===== config.mk =====
export PLATFORM = sky130hd
export DESIGN_NAME = msaa_sample_pattern_registers_unit_flat
export DESIGN_NICKNAME = d
export VERILOG_FILES = /design/src/sv/msps_pkg.sv /design/src/sv/msps_if.sv /design/src/sv/msps_prio.sv /design/src/sv/msaa_sample_pattern_registers_unit.sv /design/src/flat_wrapper.sv
export VERILOG_INCLUDE_DIRS = /design/src /design/src/sv
export SDC_FILE = /design/constraint.sdc
export NUM_CORES = 1
export LEC_CHECK = 0
export ABC_AREA = 0
export BUFFER_PORTS_ARGS = -buffer_cell sky130_fd_sc_hd__buf_2
export CORE_MARGIN = 2
export CORE_UTILIZATION = 48
export CTS_BUF_LIST = sky130_fd_sc_hd__clkbuf_16
export CTS_CLUSTER_DIAMETER = 120
export CTS_CLUSTER_SIZE = 30
export DETAILED_ROUTE_END_ITERATION = 10
export HOLD_SLACK_MARGIN = 0.03
export PLACE_DENSITY = 0.66
export SLEW_MARGIN = 10
export SYNTH_ARGS = -nofsm -noshare
export SYNTH_HDL_FRONTEND = slang
export SYNTH_HIERARCHICAL = 1
export SYNTH_SLANG_ARGS = --single-unit

===== constraint.sdc =====
create_clock -name clk -period 7.75 [get_ports clk]
set_input_delay 0.3875 -clock clk [delete_from_list [all_inputs] [get_ports clk]]
set_output_delay 0.3875 -clock clk [all_outputs]
set_load 0.01 [all_outputs]

===== src/sv/msaa_sample_pattern_registers_unit_assert.svh =====
// assertion macros for the sample pattern register unit
// taken by the files that check their own sequencing; needs nothing else

`ifndef MSAA_SAMPLE_PATTERN_REGISTERS_UNIT_ASSERT_SVH
`define MSAA_SAMPLE_PATTERN_REGISTERS_UNIT_ASSERT_SVH

// same-cycle implication, checked outside reset
`define MSPS_ASSERT_IMP(lbl, clk, rst, ante, cons, msg) \
  lbl: assert property (@(posedge clk) disable iff (rst) (ante) |-> (cons)) else $error(msg);

// next-cycle implication, checked outside reset
`define MSPS_ASSERT_NXT(lbl, clk, rst, ante, cons, msg) \
  lbl: assert property (@(posedge clk) disable iff (rst) (ante) |=> (cons)) else $error(msg);

`endif


===== src/sv/msps_pkg.sv =====
// shared constants, types and helpers of the sample pattern register unit
// no dependencies
`default_nettype none

package msps_pkg;

  localparam int MAX_SAMPLES   = 16;
  localparam int QUAD_PIXELS   = 4;
  localparam int STORE_DEPTH   = QUAD_PIXELS * MAX_SAMPLES;
  localparam int STORE_AW      = $clog2(STORE_DEPTH);
  localparam int SAMPLE_W      = $clog2(MAX_SAMPLES);
  localparam int CENTROID_W    = 4 * MAX_SAMPLES;

  localparam logic [4:0] CENTROID_WORD1 = 5'd1;
  localparam logic [4:0] FIRST_LOC_WORD = 5'd2;
  localparam logic [4:0] MAX_DIST_WORD  = 5'd18;

  // commands from the sequencer to the priority unit
  typedef struct packed {
    logic                load;
    logic [SAMPLE_W-1:0] load_idx;
    logic [7:0]          load_loc;
    logic                start;
    logic [SAMPLE_W-1:0] mask;
  } prio_cmd_t;

  typedef struct packed {
    logic busy;
    logic done;
  } prio_stat_t;

  // magnitude of a signed nibble, -8 gives 8
  function automatic logic [3:0] nib_abs(input logic [3:0] v);
    logic [3:0] r;
    r = v[3] ? 4'(~v + 4'd1) : v;
    return r;
  endfunction

  function automatic logic [6:0] nib_sq(input logic [3:0] v);
    logic [3:0] a;
    logic [7:0] p;
    a = nib_abs(v);
    p = {4'b0, a} * {4'b0, a};
    return p[6:0];
  endfunction

endpackage

`default_nettype wire


===== src/sv/msps_if.sv =====
// handshake channels of the sample pattern register unit: locations in, words out
// depends on nothing but the field widths of the item formats
`default_nettype none

interface msps_loc_if;
  logic              valid;
  logic              ready;
  logic [1:0]        pixel;
  logic [3:0]        sample;
  logic signed [3:0] loc_x;
  logic signed [3:0] loc_y;
  logic              final_item;

  modport source (output valid, pixel, sample, loc_x, loc_y, final_item, input ready);
  modport sink   (input valid, pixel, sample, loc_x, loc_y, final_item, output ready);
endinterface

interface msps_word_if;
  logic        valid;
  logic        ready;
  logic [4:0]  word_index;
  logic [31:0] word_value;
  logic        last_word;

  modport source (output valid, word_index, word_value, last_word, input ready);
  modport sink   (input valid, word_index, word_value, last_word, output ready);
endinterface

`default_nettype wire


===== src/sv/msps_prio.sv =====
// centroid priority unit: squared distances of the top-left pixel's samples
// and a selection sort on one shared comparator; uses msps_pkg
`default_nettype none

module msps_prio import msps_pkg::*; (
  input  wire logic                  clk,
  input  wire logic                  rst,
  input  wire prio_cmd_t             cmd,
  output prio_stat_t                 stat,
  output logic [CENTROID_W-1:0]      centroid
);

  logic [7:0]            sq_dist [MAX_SAMPLES];
  logic [MAX_SAMPLES-1:0] taken;
  logic [SAMPLE_W-1:0]   i_cnt;
  logic [SAMPLE_W-1:0]   j_cnt;
  logic [SAMPLE_W-1:0]   mask;
  logic [SAMPLE_W-1:0]   best_idx;
  logic [7:0]            best_val;
  logic                  found;
  logic                  busy;
  logic                  done;

  logic [7:0]            cand;
  logic                  take;
  logic [SAMPLE_W-1:0]   best_idx_next;
  logic [7:0]            best_val_next;
  logic                  commit;

  assign cand          = sq_dist[j_cnt];
  assign take          = !taken[j_cnt] && (!found || cand < best_val);
  assign best_idx_next = take ? j_cnt : best_idx;
  assign best_val_next = take ? cand : best_val;
  assign commit        = busy && !cmd.start && (j_cnt == mask);

  always_ff @(posedge clk) begin
    if (cmd.load) begin
      sq_dist[cmd.load_idx] <= {1'b0, nib_sq(cmd.load_loc[3:0])} +
                               {1'b0, nib_sq(cmd.load_loc[7:4])};
    end
  end

  always_ff @(posedge clk) begin
    if (rst) begin
      busy <= 1'b0;
      done <= 1'b0;
    end else begin
      done <= commit && (i_cnt == mask);
      if (cmd.start) begin
        busy  <= 1'b1;
        i_cnt <= '0;
        j_cnt <= '0;
        found <= 1'b0;
        taken <= '0;
        mask  <= cmd.mask;
      end else if (busy) begin
        if (j_cnt == mask) begin
          taken[best_idx_next] <= 1'b1;
          found <= 1'b0;
          j_cnt <= '0;
          if (i_cnt == mask) begin
            busy <= 1'b0;
          end else begin
            i_cnt <= i_cnt + 1'b1;
          end
        end else begin
          j_cnt    <= j_cnt + 1'b1;
          found    <= found | take;
          best_idx <= best_idx_next;
          best_val <= best_val_next;
        end
      end
    end
  end

  // fields whose index wraps onto this rank get the winner as well
  always_ff @(posedge clk) begin
    if (commit) begin
      for (int k = 0; k < MAX_SAMPLES; k++) begin
        if ((SAMPLE_W'(k) & mask) == i_cnt) begin
          centroid[4*k +: 4] <= best_idx_next;
        end
      end
    end
  end

  assign stat.busy = busy;
  assign stat.done = done;

endmodule

`default_nettype wire


===== src/sv/msaa_sample_pattern_registers_unit.sv =====
// Sample pattern register unit for a 2x2 quad. An item without final_item is
// stored in the location store. A final item starts the word run: the top-left
// pixel's n locations are read and their distances squared, the selection sort
// runs on the single comparator of msps_prio, then 19 words go out, each
// location word reading four locations on the one read port of the location store.
// No new item is taken until the word run ends.
// Depends on msps_pkg, msps_if and msps_prio.
`default_nettype none

module msaa_sample_pattern_registers_unit import msps_pkg::*; (
  input  wire logic       clk,
  input  wire logic       rst,
  input  wire logic       cfg_wr_en,
  input  wire logic [2:0] cfg_wr_data,
  msps_loc_if.sink        samples,
  msps_word_if.source     words
);

`include "msaa_sample_pattern_registers_unit_assert.svh"

  localparam logic [2:0] S_IDLE    = 3'd0;
  localparam logic [2:0] S_DIST_RD = 3'd1;
  localparam logic [2:0] S_DIST_WR = 3'd2;
  localparam logic [2:0] S_SORT    = 3'd3;
  localparam logic [2:0] S_PUT     = 3'd4;
  localparam logic [2:0] S_LOC_RD  = 3'd5;
  localparam logic [2:0] S_LOC_WR  = 3'd6;

  logic [2:0]            state;
  logic [2:0]            log2_samples;
  logic [SAMPLE_W-1:0]   mask;
  logic [SAMPLE_W-1:0]   cnt;
  logic [4:0]            word;
  logic [1:0]            sub;
  logic [31:0]           acc;
  logic [3:0]            dmax;

  logic [7:0]            store [STORE_DEPTH];
  logic [7:0]            rd_q;
  logic [STORE_AW-1:0]   rd_addr;

  logic                  o_valid;
  logic [4:0]            o_index;
  logic [31:0]           o_value;
  logic                  o_last;

  prio_cmd_t             pcmd;
  prio_stat_t            pstat;
  logic [CENTROID_W-1:0] centroid;

  logic                  in_acc;
  logic                  out_free;
  logic [2:0]            lg_eff;
  logic [SAMPLE_W-1:0]   mask_cfg;
  logic [4:0]            word_m2;
  logic [SAMPLE_W-1:0]   cur_sample;
  logic                  in_use;
  logic [3:0]            ax;
  logic [3:0]            ay;
  logic [3:0]            dmax_next;
  logic [31:0]           put_value;

  assign in_acc   = samples.valid && samples.ready;
  assign out_free = !o_valid || words.ready;
  assign lg_eff   = (log2_samples > 3'd4) ? 3'd4 : log2_samples;
  assign mask_cfg = SAMPLE_W'((5'd1 << lg_eff) - 5'd1);
  assign word_m2  = word - FIRST_LOC_WORD;
  assign cur_sample = {word_m2[1:0], sub};
  assign in_use   = cur_sample <= mask;

  assign ax = nib_abs(rd_q[3:0]);
  assign ay = nib_abs(rd_q[7:4]);
  always_comb begin
    dmax_next = dmax;
    if (ax > dmax_next) dmax_next = ax;
    if (ay > dmax_next) dmax_next = ay;
  end

  always_comb begin
    case (state)
      S_DIST_RD: rd_addr = {2'b00, cnt};
      S_LOC_RD:  rd_addr = {word_m2[3:2], cur_sample};
      default:   rd_addr = '0;
    endcase
  end

  always_comb begin
    if (word == '0) begin
      put_value = centroid[31:0];
    end else if (word == CENTROID_WORD1) begin
      put_value = centroid[63:32];
    end else if (word == MAX_DIST_WORD) begin
      put_value = {28'b0, dmax};
    end else begin
      put_value = acc;
    end
  end

  assign pcmd.load     = (state == S_DIST_WR);
  assign pcmd.load_idx = cnt;
  assign pcmd.load_loc = rd_q;
  assign pcmd.start    = (state == S_DIST_WR) && (cnt == mask);
  assign pcmd.mask     = mask;

  msps_prio u_prio (
    .clk      (clk),
    .rst      (rst),
    .cmd      (pcmd),
    .stat     (pstat),
    .centroid (centroid)
  );

  // location store, y nibble high
  always_ff @(posedge clk) begin
    if (in_acc) begin
      store[{samples.pixel, samples.sample}] <= {samples.loc_y, samples.loc_x};
    end
    rd_q <= store[rd_addr];
  end

  always_ff @(posedge clk) begin
    if (rst) begin
      log2_samples <= '0;
    end else if (cfg_wr_en) begin
      log2_samples <= cfg_wr_data;
    end
  end

  always_ff @(posedge clk) begin
    if (rst) begin
      state   <= S_IDLE;
      o_valid <= 1'b0;
      dmax    <= '0;
    end else begin
      // in the put state the output register stays full either way
      if (words.ready && state != S_PUT) o_valid <= 1'b0;
      case (state)
        S_IDLE: begin
          if (in_acc && samples.final_item) begin
            mask  <= mask_cfg;
            cnt   <= '0;
            dmax  <= '0;
            state <= S_DIST_RD;
          end
        end
        S_DIST_RD: begin
          state <= S_DIST_WR;
        end
        S_DIST_WR: begin
          if (cnt == mask) begin
            state <= S_SORT;
          end else begin
            cnt   <= cnt + 1'b1;
            state <= S_DIST_RD;
          end
        end
        S_SORT: begin
          if (pstat.done) begin
            word  <= '0;
            state <= S_PUT;
          end
        end
        S_PUT: begin
          if (out_free) begin
            o_valid <= 1'b1;
            o_index <= word;
            o_value <= put_value;
            o_last  <= (word == MAX_DIST_WORD);
            if (word == MAX_DIST_WORD) begin
              state <= S_IDLE;
            end else begin
              word <= word + 1'b1;
              if (word != '0 && word != MAX_DIST_WORD - 5'd1) begin
                sub   <= '0;
                acc   <= '0;
                state <= S_LOC_RD;
              end
            end
          end
        end
        S_LOC_RD: begin
          state <= S_LOC_WR;
        end
        S_LOC_WR: begin
          if (in_use) begin
            acc[8*sub +: 8] <= rd_q;
            dmax            <= dmax_next;
          end
          if (sub == 2'd3) begin
            state <= S_PUT;
          end else begin
            sub   <= sub + 1'b1;
            state <= S_LOC_RD;
          end
        end
        default: begin
          state <= S_IDLE;
        end
      endcase
    end
  end

  assign samples.ready    = (state == S_IDLE);
  assign words.valid      = o_valid;
  assign words.word_index = o_index;
  assign words.word_value = o_value;
  assign words.last_word  = o_last;

  `MSPS_ASSERT_IMP(a_last_is_max, clk, rst, o_valid && o_last, o_index == MAX_DIST_WORD, "last word is not the distance word")
  `MSPS_ASSERT_IMP(a_sort_owned, clk, rst, state != S_SORT, !pstat.busy, "priority unit busy outside the sort")
  `MSPS_ASSERT_NXT(a_final_starts, clk, rst, in_acc && samples.final_item, state == S_DIST_RD, "final item did not start the run")
  `MSPS_ASSERT_NXT(a_put_loads, clk, rst, state == S_PUT && out_free, o_valid && o_index == $past(word), "word not loaded when output free")

endmodule

`default_nettype wire

===== src/flat_wrapper.sv =====
// flat-port wrapper written by rule: the top's interface ports become plain ports
module msaa_sample_pattern_registers_unit_flat import msps_pkg::*;
  (clk, rst, cfg_wr_en, cfg_wr_data, samples_valid, samples_pixel, samples_sample, samples_loc_x, samples_loc_y, samples_final_item, samples_ready, words_valid, words_word_index, words_word_value, words_last_word, words_ready);
  msps_loc_if samples_i ();
  msps_word_if words_i ();
  input  wire logic clk;
  input  wire logic rst;
  input  wire logic cfg_wr_en;
  input  wire logic [2:0] cfg_wr_data;
  input wire logic [$bits(samples_i.valid)-1:0] samples_valid;
  input wire logic [$bits(samples_i.pixel)-1:0] samples_pixel;
  input wire logic [$bits(samples_i.sample)-1:0] samples_sample;
  input wire logic [$bits(samples_i.loc_x)-1:0] samples_loc_x;
  input wire logic [$bits(samples_i.loc_y)-1:0] samples_loc_y;
  input wire logic [$bits(samples_i.final_item)-1:0] samples_final_item;
  output wire logic [$bits(samples_i.ready)-1:0] samples_ready;
  output wire logic [$bits(words_i.valid)-1:0] words_valid;
  output wire logic [$bits(words_i.word_index)-1:0] words_word_index;
  output wire logic [$bits(words_i.word_value)-1:0] words_word_value;
  output wire logic [$bits(words_i.last_word)-1:0] words_last_word;
  input wire logic [$bits(words_i.ready)-1:0] words_ready;
  assign samples_i.valid = samples_valid;
  assign samples_i.pixel = samples_pixel;
  assign samples_i.sample = samples_sample;
  assign samples_i.loc_x = samples_loc_x;
  assign samples_i.loc_y = samples_loc_y;
  assign samples_i.final_item = samples_final_item;
  assign samples_ready = samples_i.ready;
  assign words_valid = words_i.valid;
  assign words_word_index = words_i.word_index;
  assign words_word_value = words_i.word_value;
  assign words_last_word = words_i.last_word;
  assign words_i.ready = words_ready;
  msaa_sample_pattern_registers_unit u_core (.clk(clk), .rst(rst), .cfg_wr_en(cfg_wr_en), .cfg_wr_data(cfg_wr_data), .samples(samples_i), .words(words_i));
endmodule

* Word level (Yosys, flattened, before mapping)
Memories as Yosys holds them, arrays and structs flattened. A register that Yosys moved wholly into a read port is not among the register bits.
Index checks and enable logic that the tools add are counted.
** Cells by class
- $add $sub $neg :: 11
- Multiply operators :: 2
- Magnitude comparators :: 8
- Equality and inequality tests :: 39
- Shift operators :: 3
- Multiplexer cells :: 64
- Bitwise gates (word level) :: 7
- Reductions and logical operators :: 56
** Operators by type and width (count)
- 32-bit two-way mux :: 7
- 32-bit case mux with 2 select lines :: 1
- 4-bit two-way mux :: 15
- 4-bit equality test :: 11
- 2-bit AND reduction :: 18
- 5-bit negation with 34-bit output :: 1
- 8-bit by 34-bit variable shift with 32-bit output, first input constant :: 1
- 8-bit by 34-bit indexed part select with 32-bit output :: 1
- 32-bit bitwise mux :: 1
- 16-bit two-way mux :: 2
- 3-bit case mux with 7 select lines :: 1
- 4-bit by 1-bit adder with 4-bit output, second input constant :: 5
- 3-bit two-way mux :: 6
- 3-bit by 4-bit equality test with 1-bit output :: 4
- 1-bit two-way mux :: 16
- 16-bit bitwise OR :: 1
- 4-bit case mux with 2 select lines :: 2
- 4-bit AND reduction :: 4
- 5-bit two-way mux :: 3
- 4-bit by 4-bit multiplier with 7-bit output :: 2
- 2-bit != test, second input constant :: 6
- 6-bit case mux with 2 select lines :: 1
- 3-bit AND reduction :: 4
- 6-bit AND reduction :: 2
- other kinds (41) :: 75
** Storage, ports and cells
- Bits in registers :: 203
- RAM bits :: 640
- Input port bits :: 23
- Memories kept :: 2
** Memories
- u_core.store :: words 64, width 8, read ports 1, clocked after memory_dff 1, wr ports 1, RTL line msaa_sample_pattern_registers_unit.sv:38 : logic [7:0] store [STORE_DEPTH];
- u_core.u_prio.sq_dist :: words 16, width 8, read ports 1, clocked after memory_dff 1, wr ports 1, RTL line msps_prio.sv:13 : logic [7:0] sq_dist [MAX_SAMPLES];

* Depth between registers and ports, before layout
Gate-level depths: netlist (run 1).
- Depth after elaboration :: 12
- Depth in mapped cells :: 17
- Depth with buffers taken out :: 17

* Modules after synthesis
The synthesis (run 1) kept the hierarchy.
** By module, submodules not included
- msaa_sample_pattern_registers_unit :: times used 1, cells an instance 2017, area an instance 26148.8 µm²
- msps_prio :: times used 1, cells an instance 605, area an instance 10097.2 µm²

* Worst setup path after synthesis (run 1)
OpenSTA, ideal clock, no wires.
- Kind :: register -> register
- Start :: reg (tool-made name)
- End :: reg u_core.u_prio.best_idx[3] (data pin)
- Setup time :: 0.289 ns
- Arrival time :: 4.225 ns
- Data required time :: 7.461 ns
- Slack :: 3.236 ns
- Cell stages (with the launch flop) :: 13
- Period minus slack after synthesis :: 4.514 ns
- Cells stage by stage :: dfxtp_1 -> buf_1 -> clkbuf_1 -> mux4_2 -> mux4_2 -> ha_1 -> a211oi_1 -> o21bai_1 -> nor3_2 -> o22ai_1 -> buf_6 -> clkbuf_1 -> o21ai_1
** RTL lines
- end signal, assigned :: RTL line msps_prio.sv:69 : best_idx <= best_idx_next;
- end, declared :: RTL line msps_prio.sv:18 : logic [SAMPLE_W-1:0] best_idx;

==> metrics.md, run 1 <==
| Metric | Value |
|---|---|
| CP max FO | `29` |
| Register area | `between 20000 and 30000 um^2` |
| Min-Delay Path Class | `in2reg` |
| Wire per inst | `roughly 23 um` |
| Post-Syn Area | `approximately 36000 um^2` |
| Clk buf depth | `3` |
| Clk sinks | `approximately 860` |
| Fillers | `6184` |
| Status | `finished clean` |
| Arrival time worst endpoint | `5.24 ns` |
| Worst-margin pin slew | `1.25 ns` |
| Crit end category | `flop` |
| Syn Area/Cell | `13.8 um^2` |
| Slowest library cell on the worst path | `dfxtp_2` |
| Largest stage delay on the critical path | `1.04 ns` |
| Overall Power | `8.73 mW` |
| Final Cycle Share | `64.5%` |
| DR vias | `~22000` |
| Skew-Pair Late Insertion Delay | `0.62 ns` |
| Detail Placement HPWL | `approximately 52000 um` |
| Final hold vios | `0` |
| Clock-pin slew on the worst setup and hold paths | `roughly 0.11 ns` |
| Die Ht | `around 280 um` |
| Power Dens Cells | `about 230 nW/um^2` |
| Mapped Cells | `roughly 2600` |
| Most used routing layer | `met2` |
| Worst IR drop on VDD | `between 200 and 250 uV` |
| Min-delay src | `cfg_wr_en` |
| Critical Setup Path Class | `reg2reg` |
| Tot GR Track Use | `between 20% and 30%` |
| CTS tree | `done` |
| Number of remaining DRC errors | `0` |
| Worst rel slew slack | `between 10% and 20%` |
| Nets@finish | `2687` |
| WL final | `83900 um` |
| Initial Util | `48.6%` |
| Global Route met2 Usage | `around a third` |
| Vias in the first global route | `20900` |
| R2r endpoint | `u_core/u_prio/centroid[51]$_DFFE_PP_` |
| F_max | `roughly 200 MHz` |
| First-pass GRT wire length | `128000 um` |
| Max-slew violation count | `0` |
| Max-Cap Viols | `0` |
| Final Setup Violations | `0` |
| Worst R2R Setup Slack | `around 2.8 ns` |
| H-Tree Depth | `2` |
| Final TNS setup | `0 ns` |
| Antenna Violating Nets Remaining | `0` |
| Met3 Resource Use GR | `2.70%` |
| PortBufs | `62` |
| Die X-Extent | `between 200 and 300 um` |
| Area taken by multi-input logic gates | `around 10000 um^2` |
| Met1 Usage GRT | `between 30% and 40%` |
| Clock skew | `roughly 0.027 ns` |
| Avg Vias per Cell | `between 5 and 6` |
| Setup crit start kind | `flop` |
| Routability cong. | `0.845` |
| Layout cell share with drive strength beyond 1 | `under 10%` |
| Std cell rows | `100` |
| Root buffer cell | `clkbuf_16` |
| Hold endpoint | `u_core/log2_samples[1]$_SDFFE_PP0P_` |
| # IOs | `63` |
| Cells on worst reg2reg path | `9` |
| Largest net degree at the start of global routing | `150` |
| DR iter-0 viols | `approximately 2700` |
| Req. time, crit path | `7.99 ns` |
| Initial antenna violation count | `3` |
| Hold depth | `3` |
| CP Cell Sequence | `mux4_2 -> mux4_2 -> ha_1 -> a211oi_1 -> o21bai_1 -> o21ai_1 -> o22ai_2 -> nand2_1 -> o21ai_1` |
| Min Tclk post-route | `between 4 and 5 ns` |
| Synthesis Warnings | `6` |
| Num CTS Buffers | `34` |
| CORE AREA | `74600 um^2` |
| DR pass1 iterations | `6` |
| Leak pwr | `~13 nW` |
| Die ar. | `between 70000 and 80000 um^2` |
| RSZ-0062 raised after global routing | `no` |
| Grt total ovfl | `0` |
| Area delta synth->final | `5.76%` |
==> cell usage in the layout (no fill, tap or decap), types with 51 or more instances in the layout <==
cell        n
edfxtp_1  830
nand2_1   376
nor2_1    208
a21oi_1   185
nand3_1   120
mux2i_1    72
inv_1      66
buf_2      62
o21ai_0    61
a22o_1     53
nor2b_1    51
ha_1       51
==> layer usage <==
metal / routed length, um / vias to the layer above
li1: - / 9757
met1: 36100 / 10800
met2: 40000 / 830
met3: 5700 / 121
met4: 2120 / 6
met5: 41 / -
==> through the flow <==
step | std cells | worst slack, ns | hold WS (ns) | util, % | instance area [um^2]
after floorplan | 2622 | 3.24 | 0.424 | - | 36200
after global placement | 3542 | 2.87 | 0.467 | 50.0 | 37300
after detailed placement | 3542 | 2.77 | 0.480 | 50.0 | 37300
after CTS | 3598 | 2.72 | 0.0747 | 51.3 | 38300
after global routing | 3598 | 2.33 | 0.105 | 51.4 | 38300
final | 3599 | 2.75 | 0.0961 | 51.4 | 38300
==> sequential cells by signal, indices dropped and copies added (netlist names), 8 cells and up, named ones only <==
register                 count
u_core/u_prio/best_val       8
u_core/u_prio/sq_dist      128
u_core/store               512
u_core/words.word_value     32
u_core/rd_q                  8
u_core/acc                  32
u_core/u_prio/centroid      64
u_core/u_prio/taken         16
==> layout make-up <==
cell class / instances / share of cell area [%]
Clock inverter: 19 / 0.278
Clock buffer: 34 / 2.22
Sequential cell: 855 / 66.3
Antenna cell: 1 / 0.00653
Timing Repair Buffer: 90 / 1.41
Tap cell: 969 / 3.16
Inverter: 53 / 0.519
Multi-Input combinational cell: 1578 / 26.1
==> critical path, delay by kind of cell, from the launching register on <==
family                     cells  cell delay [ns]
muxes                          2             1.11
DFF                            1             1.04
AOI/OAI and AO/OA              5             2.00
adders and majority gates      1             0.32
and+or+nand+nor                1             0.12
==> power by group <==
part / total, mW / leakage (nW) / switching (mW) / internal (mW)
Sequential: 5.43 / 7.75 / 0.0757 / 5.36
Combinational: 1.13 / 4.70 / 0.764 / 0.367
Clock: 2.16 / 0.522 / 1.34 / 0.824
==> worst max-delay path by stage <==
stage               slack (ns)                              endpoint  cells after the start
finish                    2.75  u_core/u_prio/centroid[51]$_DFFE_PP_                      9
global route              2.33  u_core/u_prio/centroid[55]$_DFFE_PP_                      9
detailed placement        2.77   u_core/u_prio/centroid[7]$_DFFE_PP_                      9
floorplan                 3.24   u_core/u_prio/best_idx[3]$_DFFE_PP_                     12
global placement          2.87  u_core/u_prio/centroid[39]$_DFFE_PP_                      9
CTS                       2.72  u_core/u_prio/centroid[51]$_DFFE_PP_                      9
==> what timing repair did <==
action / CTS / global route
resized for setup: 0 / 0
endpoints found under the hold margin: 3 / 0
hold buffers: 3 / 0
endpoints found under the setup margin: 0 / 0
setup buffers: 0 / 0
Note: power is estimated with default switching activity, not from simulation.
==> run 2: changes to the inputs <==
- clock period: 7.75 -> 4.7 ns (I/O delays scaled with it)
==> run 2 against run 1 <==
- via count grew 0.69%
- final area up 0.81%
- fmax increased by 14%
- non-clock buffer count up 31
- wire length fell by 0.29%
- critical path depth rose by 8
- flip-flop and latch count unchanged
- clock skew increased by 0.011 ns
- setup slack got worse by 2.4 ns
- critical path type unchanged
- sequential share of layout area decreased by 0.53 points
- utilization increased by 0.42 points
- clock power rose by 65%
==> metrics.md, run 2 (synthesized netlist as in run 1, its figures left out) <==
| Metric | Value |
|---|---|
| Commonest non-fill, non-tap cells in the layout | `edfxtp_1 (830), nand2_1 (376), nor2_1 (208)` |
| Die X-Extent | `~280 um` |
| Area delta synth->final | `6.62%` |
| Number of remaining DRC errors | `0` |
| Clk sinks | `between 800 and 900` |
| CP max FO | `10` |
| Grt total ovfl | `0` |
| Clock skew | `0.0380 ns` |
| H-Tree Depth | `2` |
| Initial antenna violation count | `1` |
| Final TNS setup | `0 ns` |
| Sw frac | `25.0%` |
| WL final | `approximately 84000 um` |
| Detail Placement HPWL | `roughly 53000 um` |
| Sw power | `roughly 3.6 mW` |
| Combinational share of power | `13.9%` |
| CORE AREA | `about 75000 um^2` |
| Worst rel slew slack | `13.0%` |
| Die Ht | `279 um` |
| First-pass GRT wire length | `128000 um` |
| Power Dens Cells | `between 300 and 400 nW/um^2` |
| R2r endpoint | `u_core/dmax[0]$_SDFFE_PP0P_` |
| DR iter-0 viols | `2369` |
| DR pass1 iterations | `6` |
| Final setup margin | `0.326 ns` |
| Most common cell after layout, fill and taps aside | `edfxtp_1` |
| Req. time, crit path | `5.17 ns` |
| Hold endpoint | `u_core/log2_samples[1]$_SDFFE_PP0P_` |
| Final Cycle Share | `93.1%` |
| Initial Util | `~49%` |
| Clock-pin slew on the worst setup and hold paths | `0.12 ns` |
| Status | `finished clean` |
| Cells on worst reg2reg path | `17` |
| CTS tree | `done` |
| Largest regs | `u_core/store: 512 flops, u_core/u_prio/sq_dist: 128 flops, u_core/u_prio/centroid: 64 flops` |
| Min-delay src | `rst` |
| Routability cong. | `between 0.8 and 0.9` |
| F_max | `between 200 and 250 MHz` |
| Arrival time worst endpoint | `4.85 ns` |
| DR vias | `21700` |
| Final hold vios | `0` |
| RSZ-0062 raised after global routing | `no` |
| Setup crit start kind | `flop` |
| Critical Setup Path Class | `reg2reg` |
| Min-Delay Path Class | `in2reg` |
| Hold depth | `2` |
| Tot GR Track Use | `21.3%` |
| Num CTS Buffers | `34` |
| Max-Cap Viols | `0` |
| Avg Vias per Cell | `approximately 6.0` |
| Worst r2r src | `u_core/rd_q[1]$_DFF_P_` |
| Clock power frac | `between 20% and 30%` |
| Final Setup Violations | `0` |
| Crit end category | `flop` |
| Setup bufs post-CTS | `0` |
| Skew-Pair Late Insertion Delay | `roughly 0.6 ns` |
| PortBufs | `62` |
| Min Tclk post-route | `~4.4 ns` |
| Layout cell share with drive strength beyond 1 | `under 10%` |
| Wire per inst | `23.1 um` |
| Worst R2R Setup Slack | `0.33 ns` |
| # IOs | `63` |
| Antenna Violating Nets Remaining | `0` |
| Nets@finish | `roughly 2700` |
| Die ar. | `around 78000 um^2` |
| Root buffer cell | `clkbuf_16` |
| Internal Power | `about 11 mW` |
| Leak pwr | `13.1 nW` |
| Number of flip-flops under the largest register name | `512` |
| Most flop-heavy register | `u_core/store` |
| Std cell rows | `100` |
| CTS resizes | `0` |
| Clk buf depth | `3` |
| Dpl ws | `approximately 0.43 ns` |
| Max-slew violation count | `0` |
| Worst-margin pin slew | `1.30 ns` |
| Ant diodes | `0` |
| Seq pwr share | `slightly above 60%` |
| Largest net degree at the start of global routing | `117` |
| Worst IR drop on VDD | `around 490 uV` |
| Vias in the first global route | `21200` |
run 2: cell types whose count changed in the layout (fill, tap and decap cells not counted):
| cell | previous run | this run |
|---|---|---|
| buf_12 | 1 | 8 |
| xnor2_2 | 2 | 0 |
| nor2b_2 | 1 | 0 |
| buf_4 | 24 | 45 |
| dlygate4sd3_1 | 3 | 6 |
| nor2b_1 | 51 | 52 |
| diode_2 | 1 | 0 |
| inv_1 | 66 | 67 |
| xnor2_1 | 17 | 19 |
run 2: layout make-up:
class	instances	area [um^2]
Timing Repair Buffer	121	868
Inverter	53	199
Clock inverter	20	110
Tap cell	969	1210
Clock buffer	34	851
Sequential cell	855	25400
Fill cell	6214	35900
Multi-Input combinational cell	1578	9970
run 2: per-layer routing:
layer | track usage (%) | up-vias | wire, um
li1 | - | 9812 | -
met5 | 0 | - | 13
met4 | 5.78 | 2 | 2140
met1 | 30.1 | 10900 | 35300
met2 | 35.2 | 861 | 40100
met3 | 2.54 | 121 | 6130
run 2: repair_timing:
| item | CTS | global route |
|---|---|---|
| setup endpoints to repair | 0 | 0 |
| hold endpoints to repair | 3 | 0 |
| hold buffers | 6 | 0 |
run 2: critical path, cell delays in order (launching register included):
cell and delay [ns]:
dfxtp_1 0.57, inv_1 0.13, ha_1 0.32, nand2_1 0.06, o21ai_0 0.12, ha_1 0.35, nor2b_1 0.16, o21ai_0 0.11
a21oi_1 0.42, mux2i_1 0.30, ha_1 0.27, nor2b_1 0.14, o21a_1 0.16, o21a_1 0.17, o21ai_1 0.35, mux2_2 0.39
a22oi_1 0.17, nor2_1 0.06
run 2: worst max path at each step:
| stage | startpoint | endpoint |
|---|---|---|
| CTS | u_core/rd_q[1]$_DFF_P_ | u_core/dmax[0]$_SDFFE_PP0P_ |
| detailed placement | u_core/rd_q[1]$_DFF_P_ | u_core/dmax[0]$_SDFFE_PP0P_ |
| global placement | u_core/rd_q[1]$_DFF_P_ | u_core/dmax[0]$_SDFFE_PP0P_ |
| global route | u_core/rd_q[1]$_DFF_P_ | u_core/dmax[0]$_SDFFE_PP0P_ |
| floorplan | flop | u_core/u_prio/best_idx[3]$_DFFE_PP_ |
| finish | u_core/rd_q[1]$_DFF_P_ | u_core/dmax[0]$_SDFFE_PP0P_ |
run 2: per-stage QoR:
stage / instances / area (um^2) / power, mW / util (%) / hold slack, ns
global placement: 3570 / 37600 / 11.0 / 50.4 / 0.459
finish: 3630 / 38600 / 14.5 / 51.8 / 0.0681
global route: 3630 / 38600 / 15.0 / 51.8 / 0.0663
floorplan: 2622 / 36200 / 10.3 / - / 0.308
detailed placement: 3570 / 37600 / 11.1 / 50.4 / 0.473
CTS: 3630 / 38600 / 14.6 / 51.8 / 0.0313
run 2: power by group through the flow:
stage | sequential [mW] | clock (mW) | combinational [mW]
finish | 8.91 | 3.56 | 2.02
global route | 8.92 | 3.87 | 2.23
CTS | 8.91 | 3.64 | 2.02
detailed placement | 9.09 | 0 | 2.01
global placement | 9.08 | 0 | 1.93
floorplan | 9.05 | 0 | 1.27
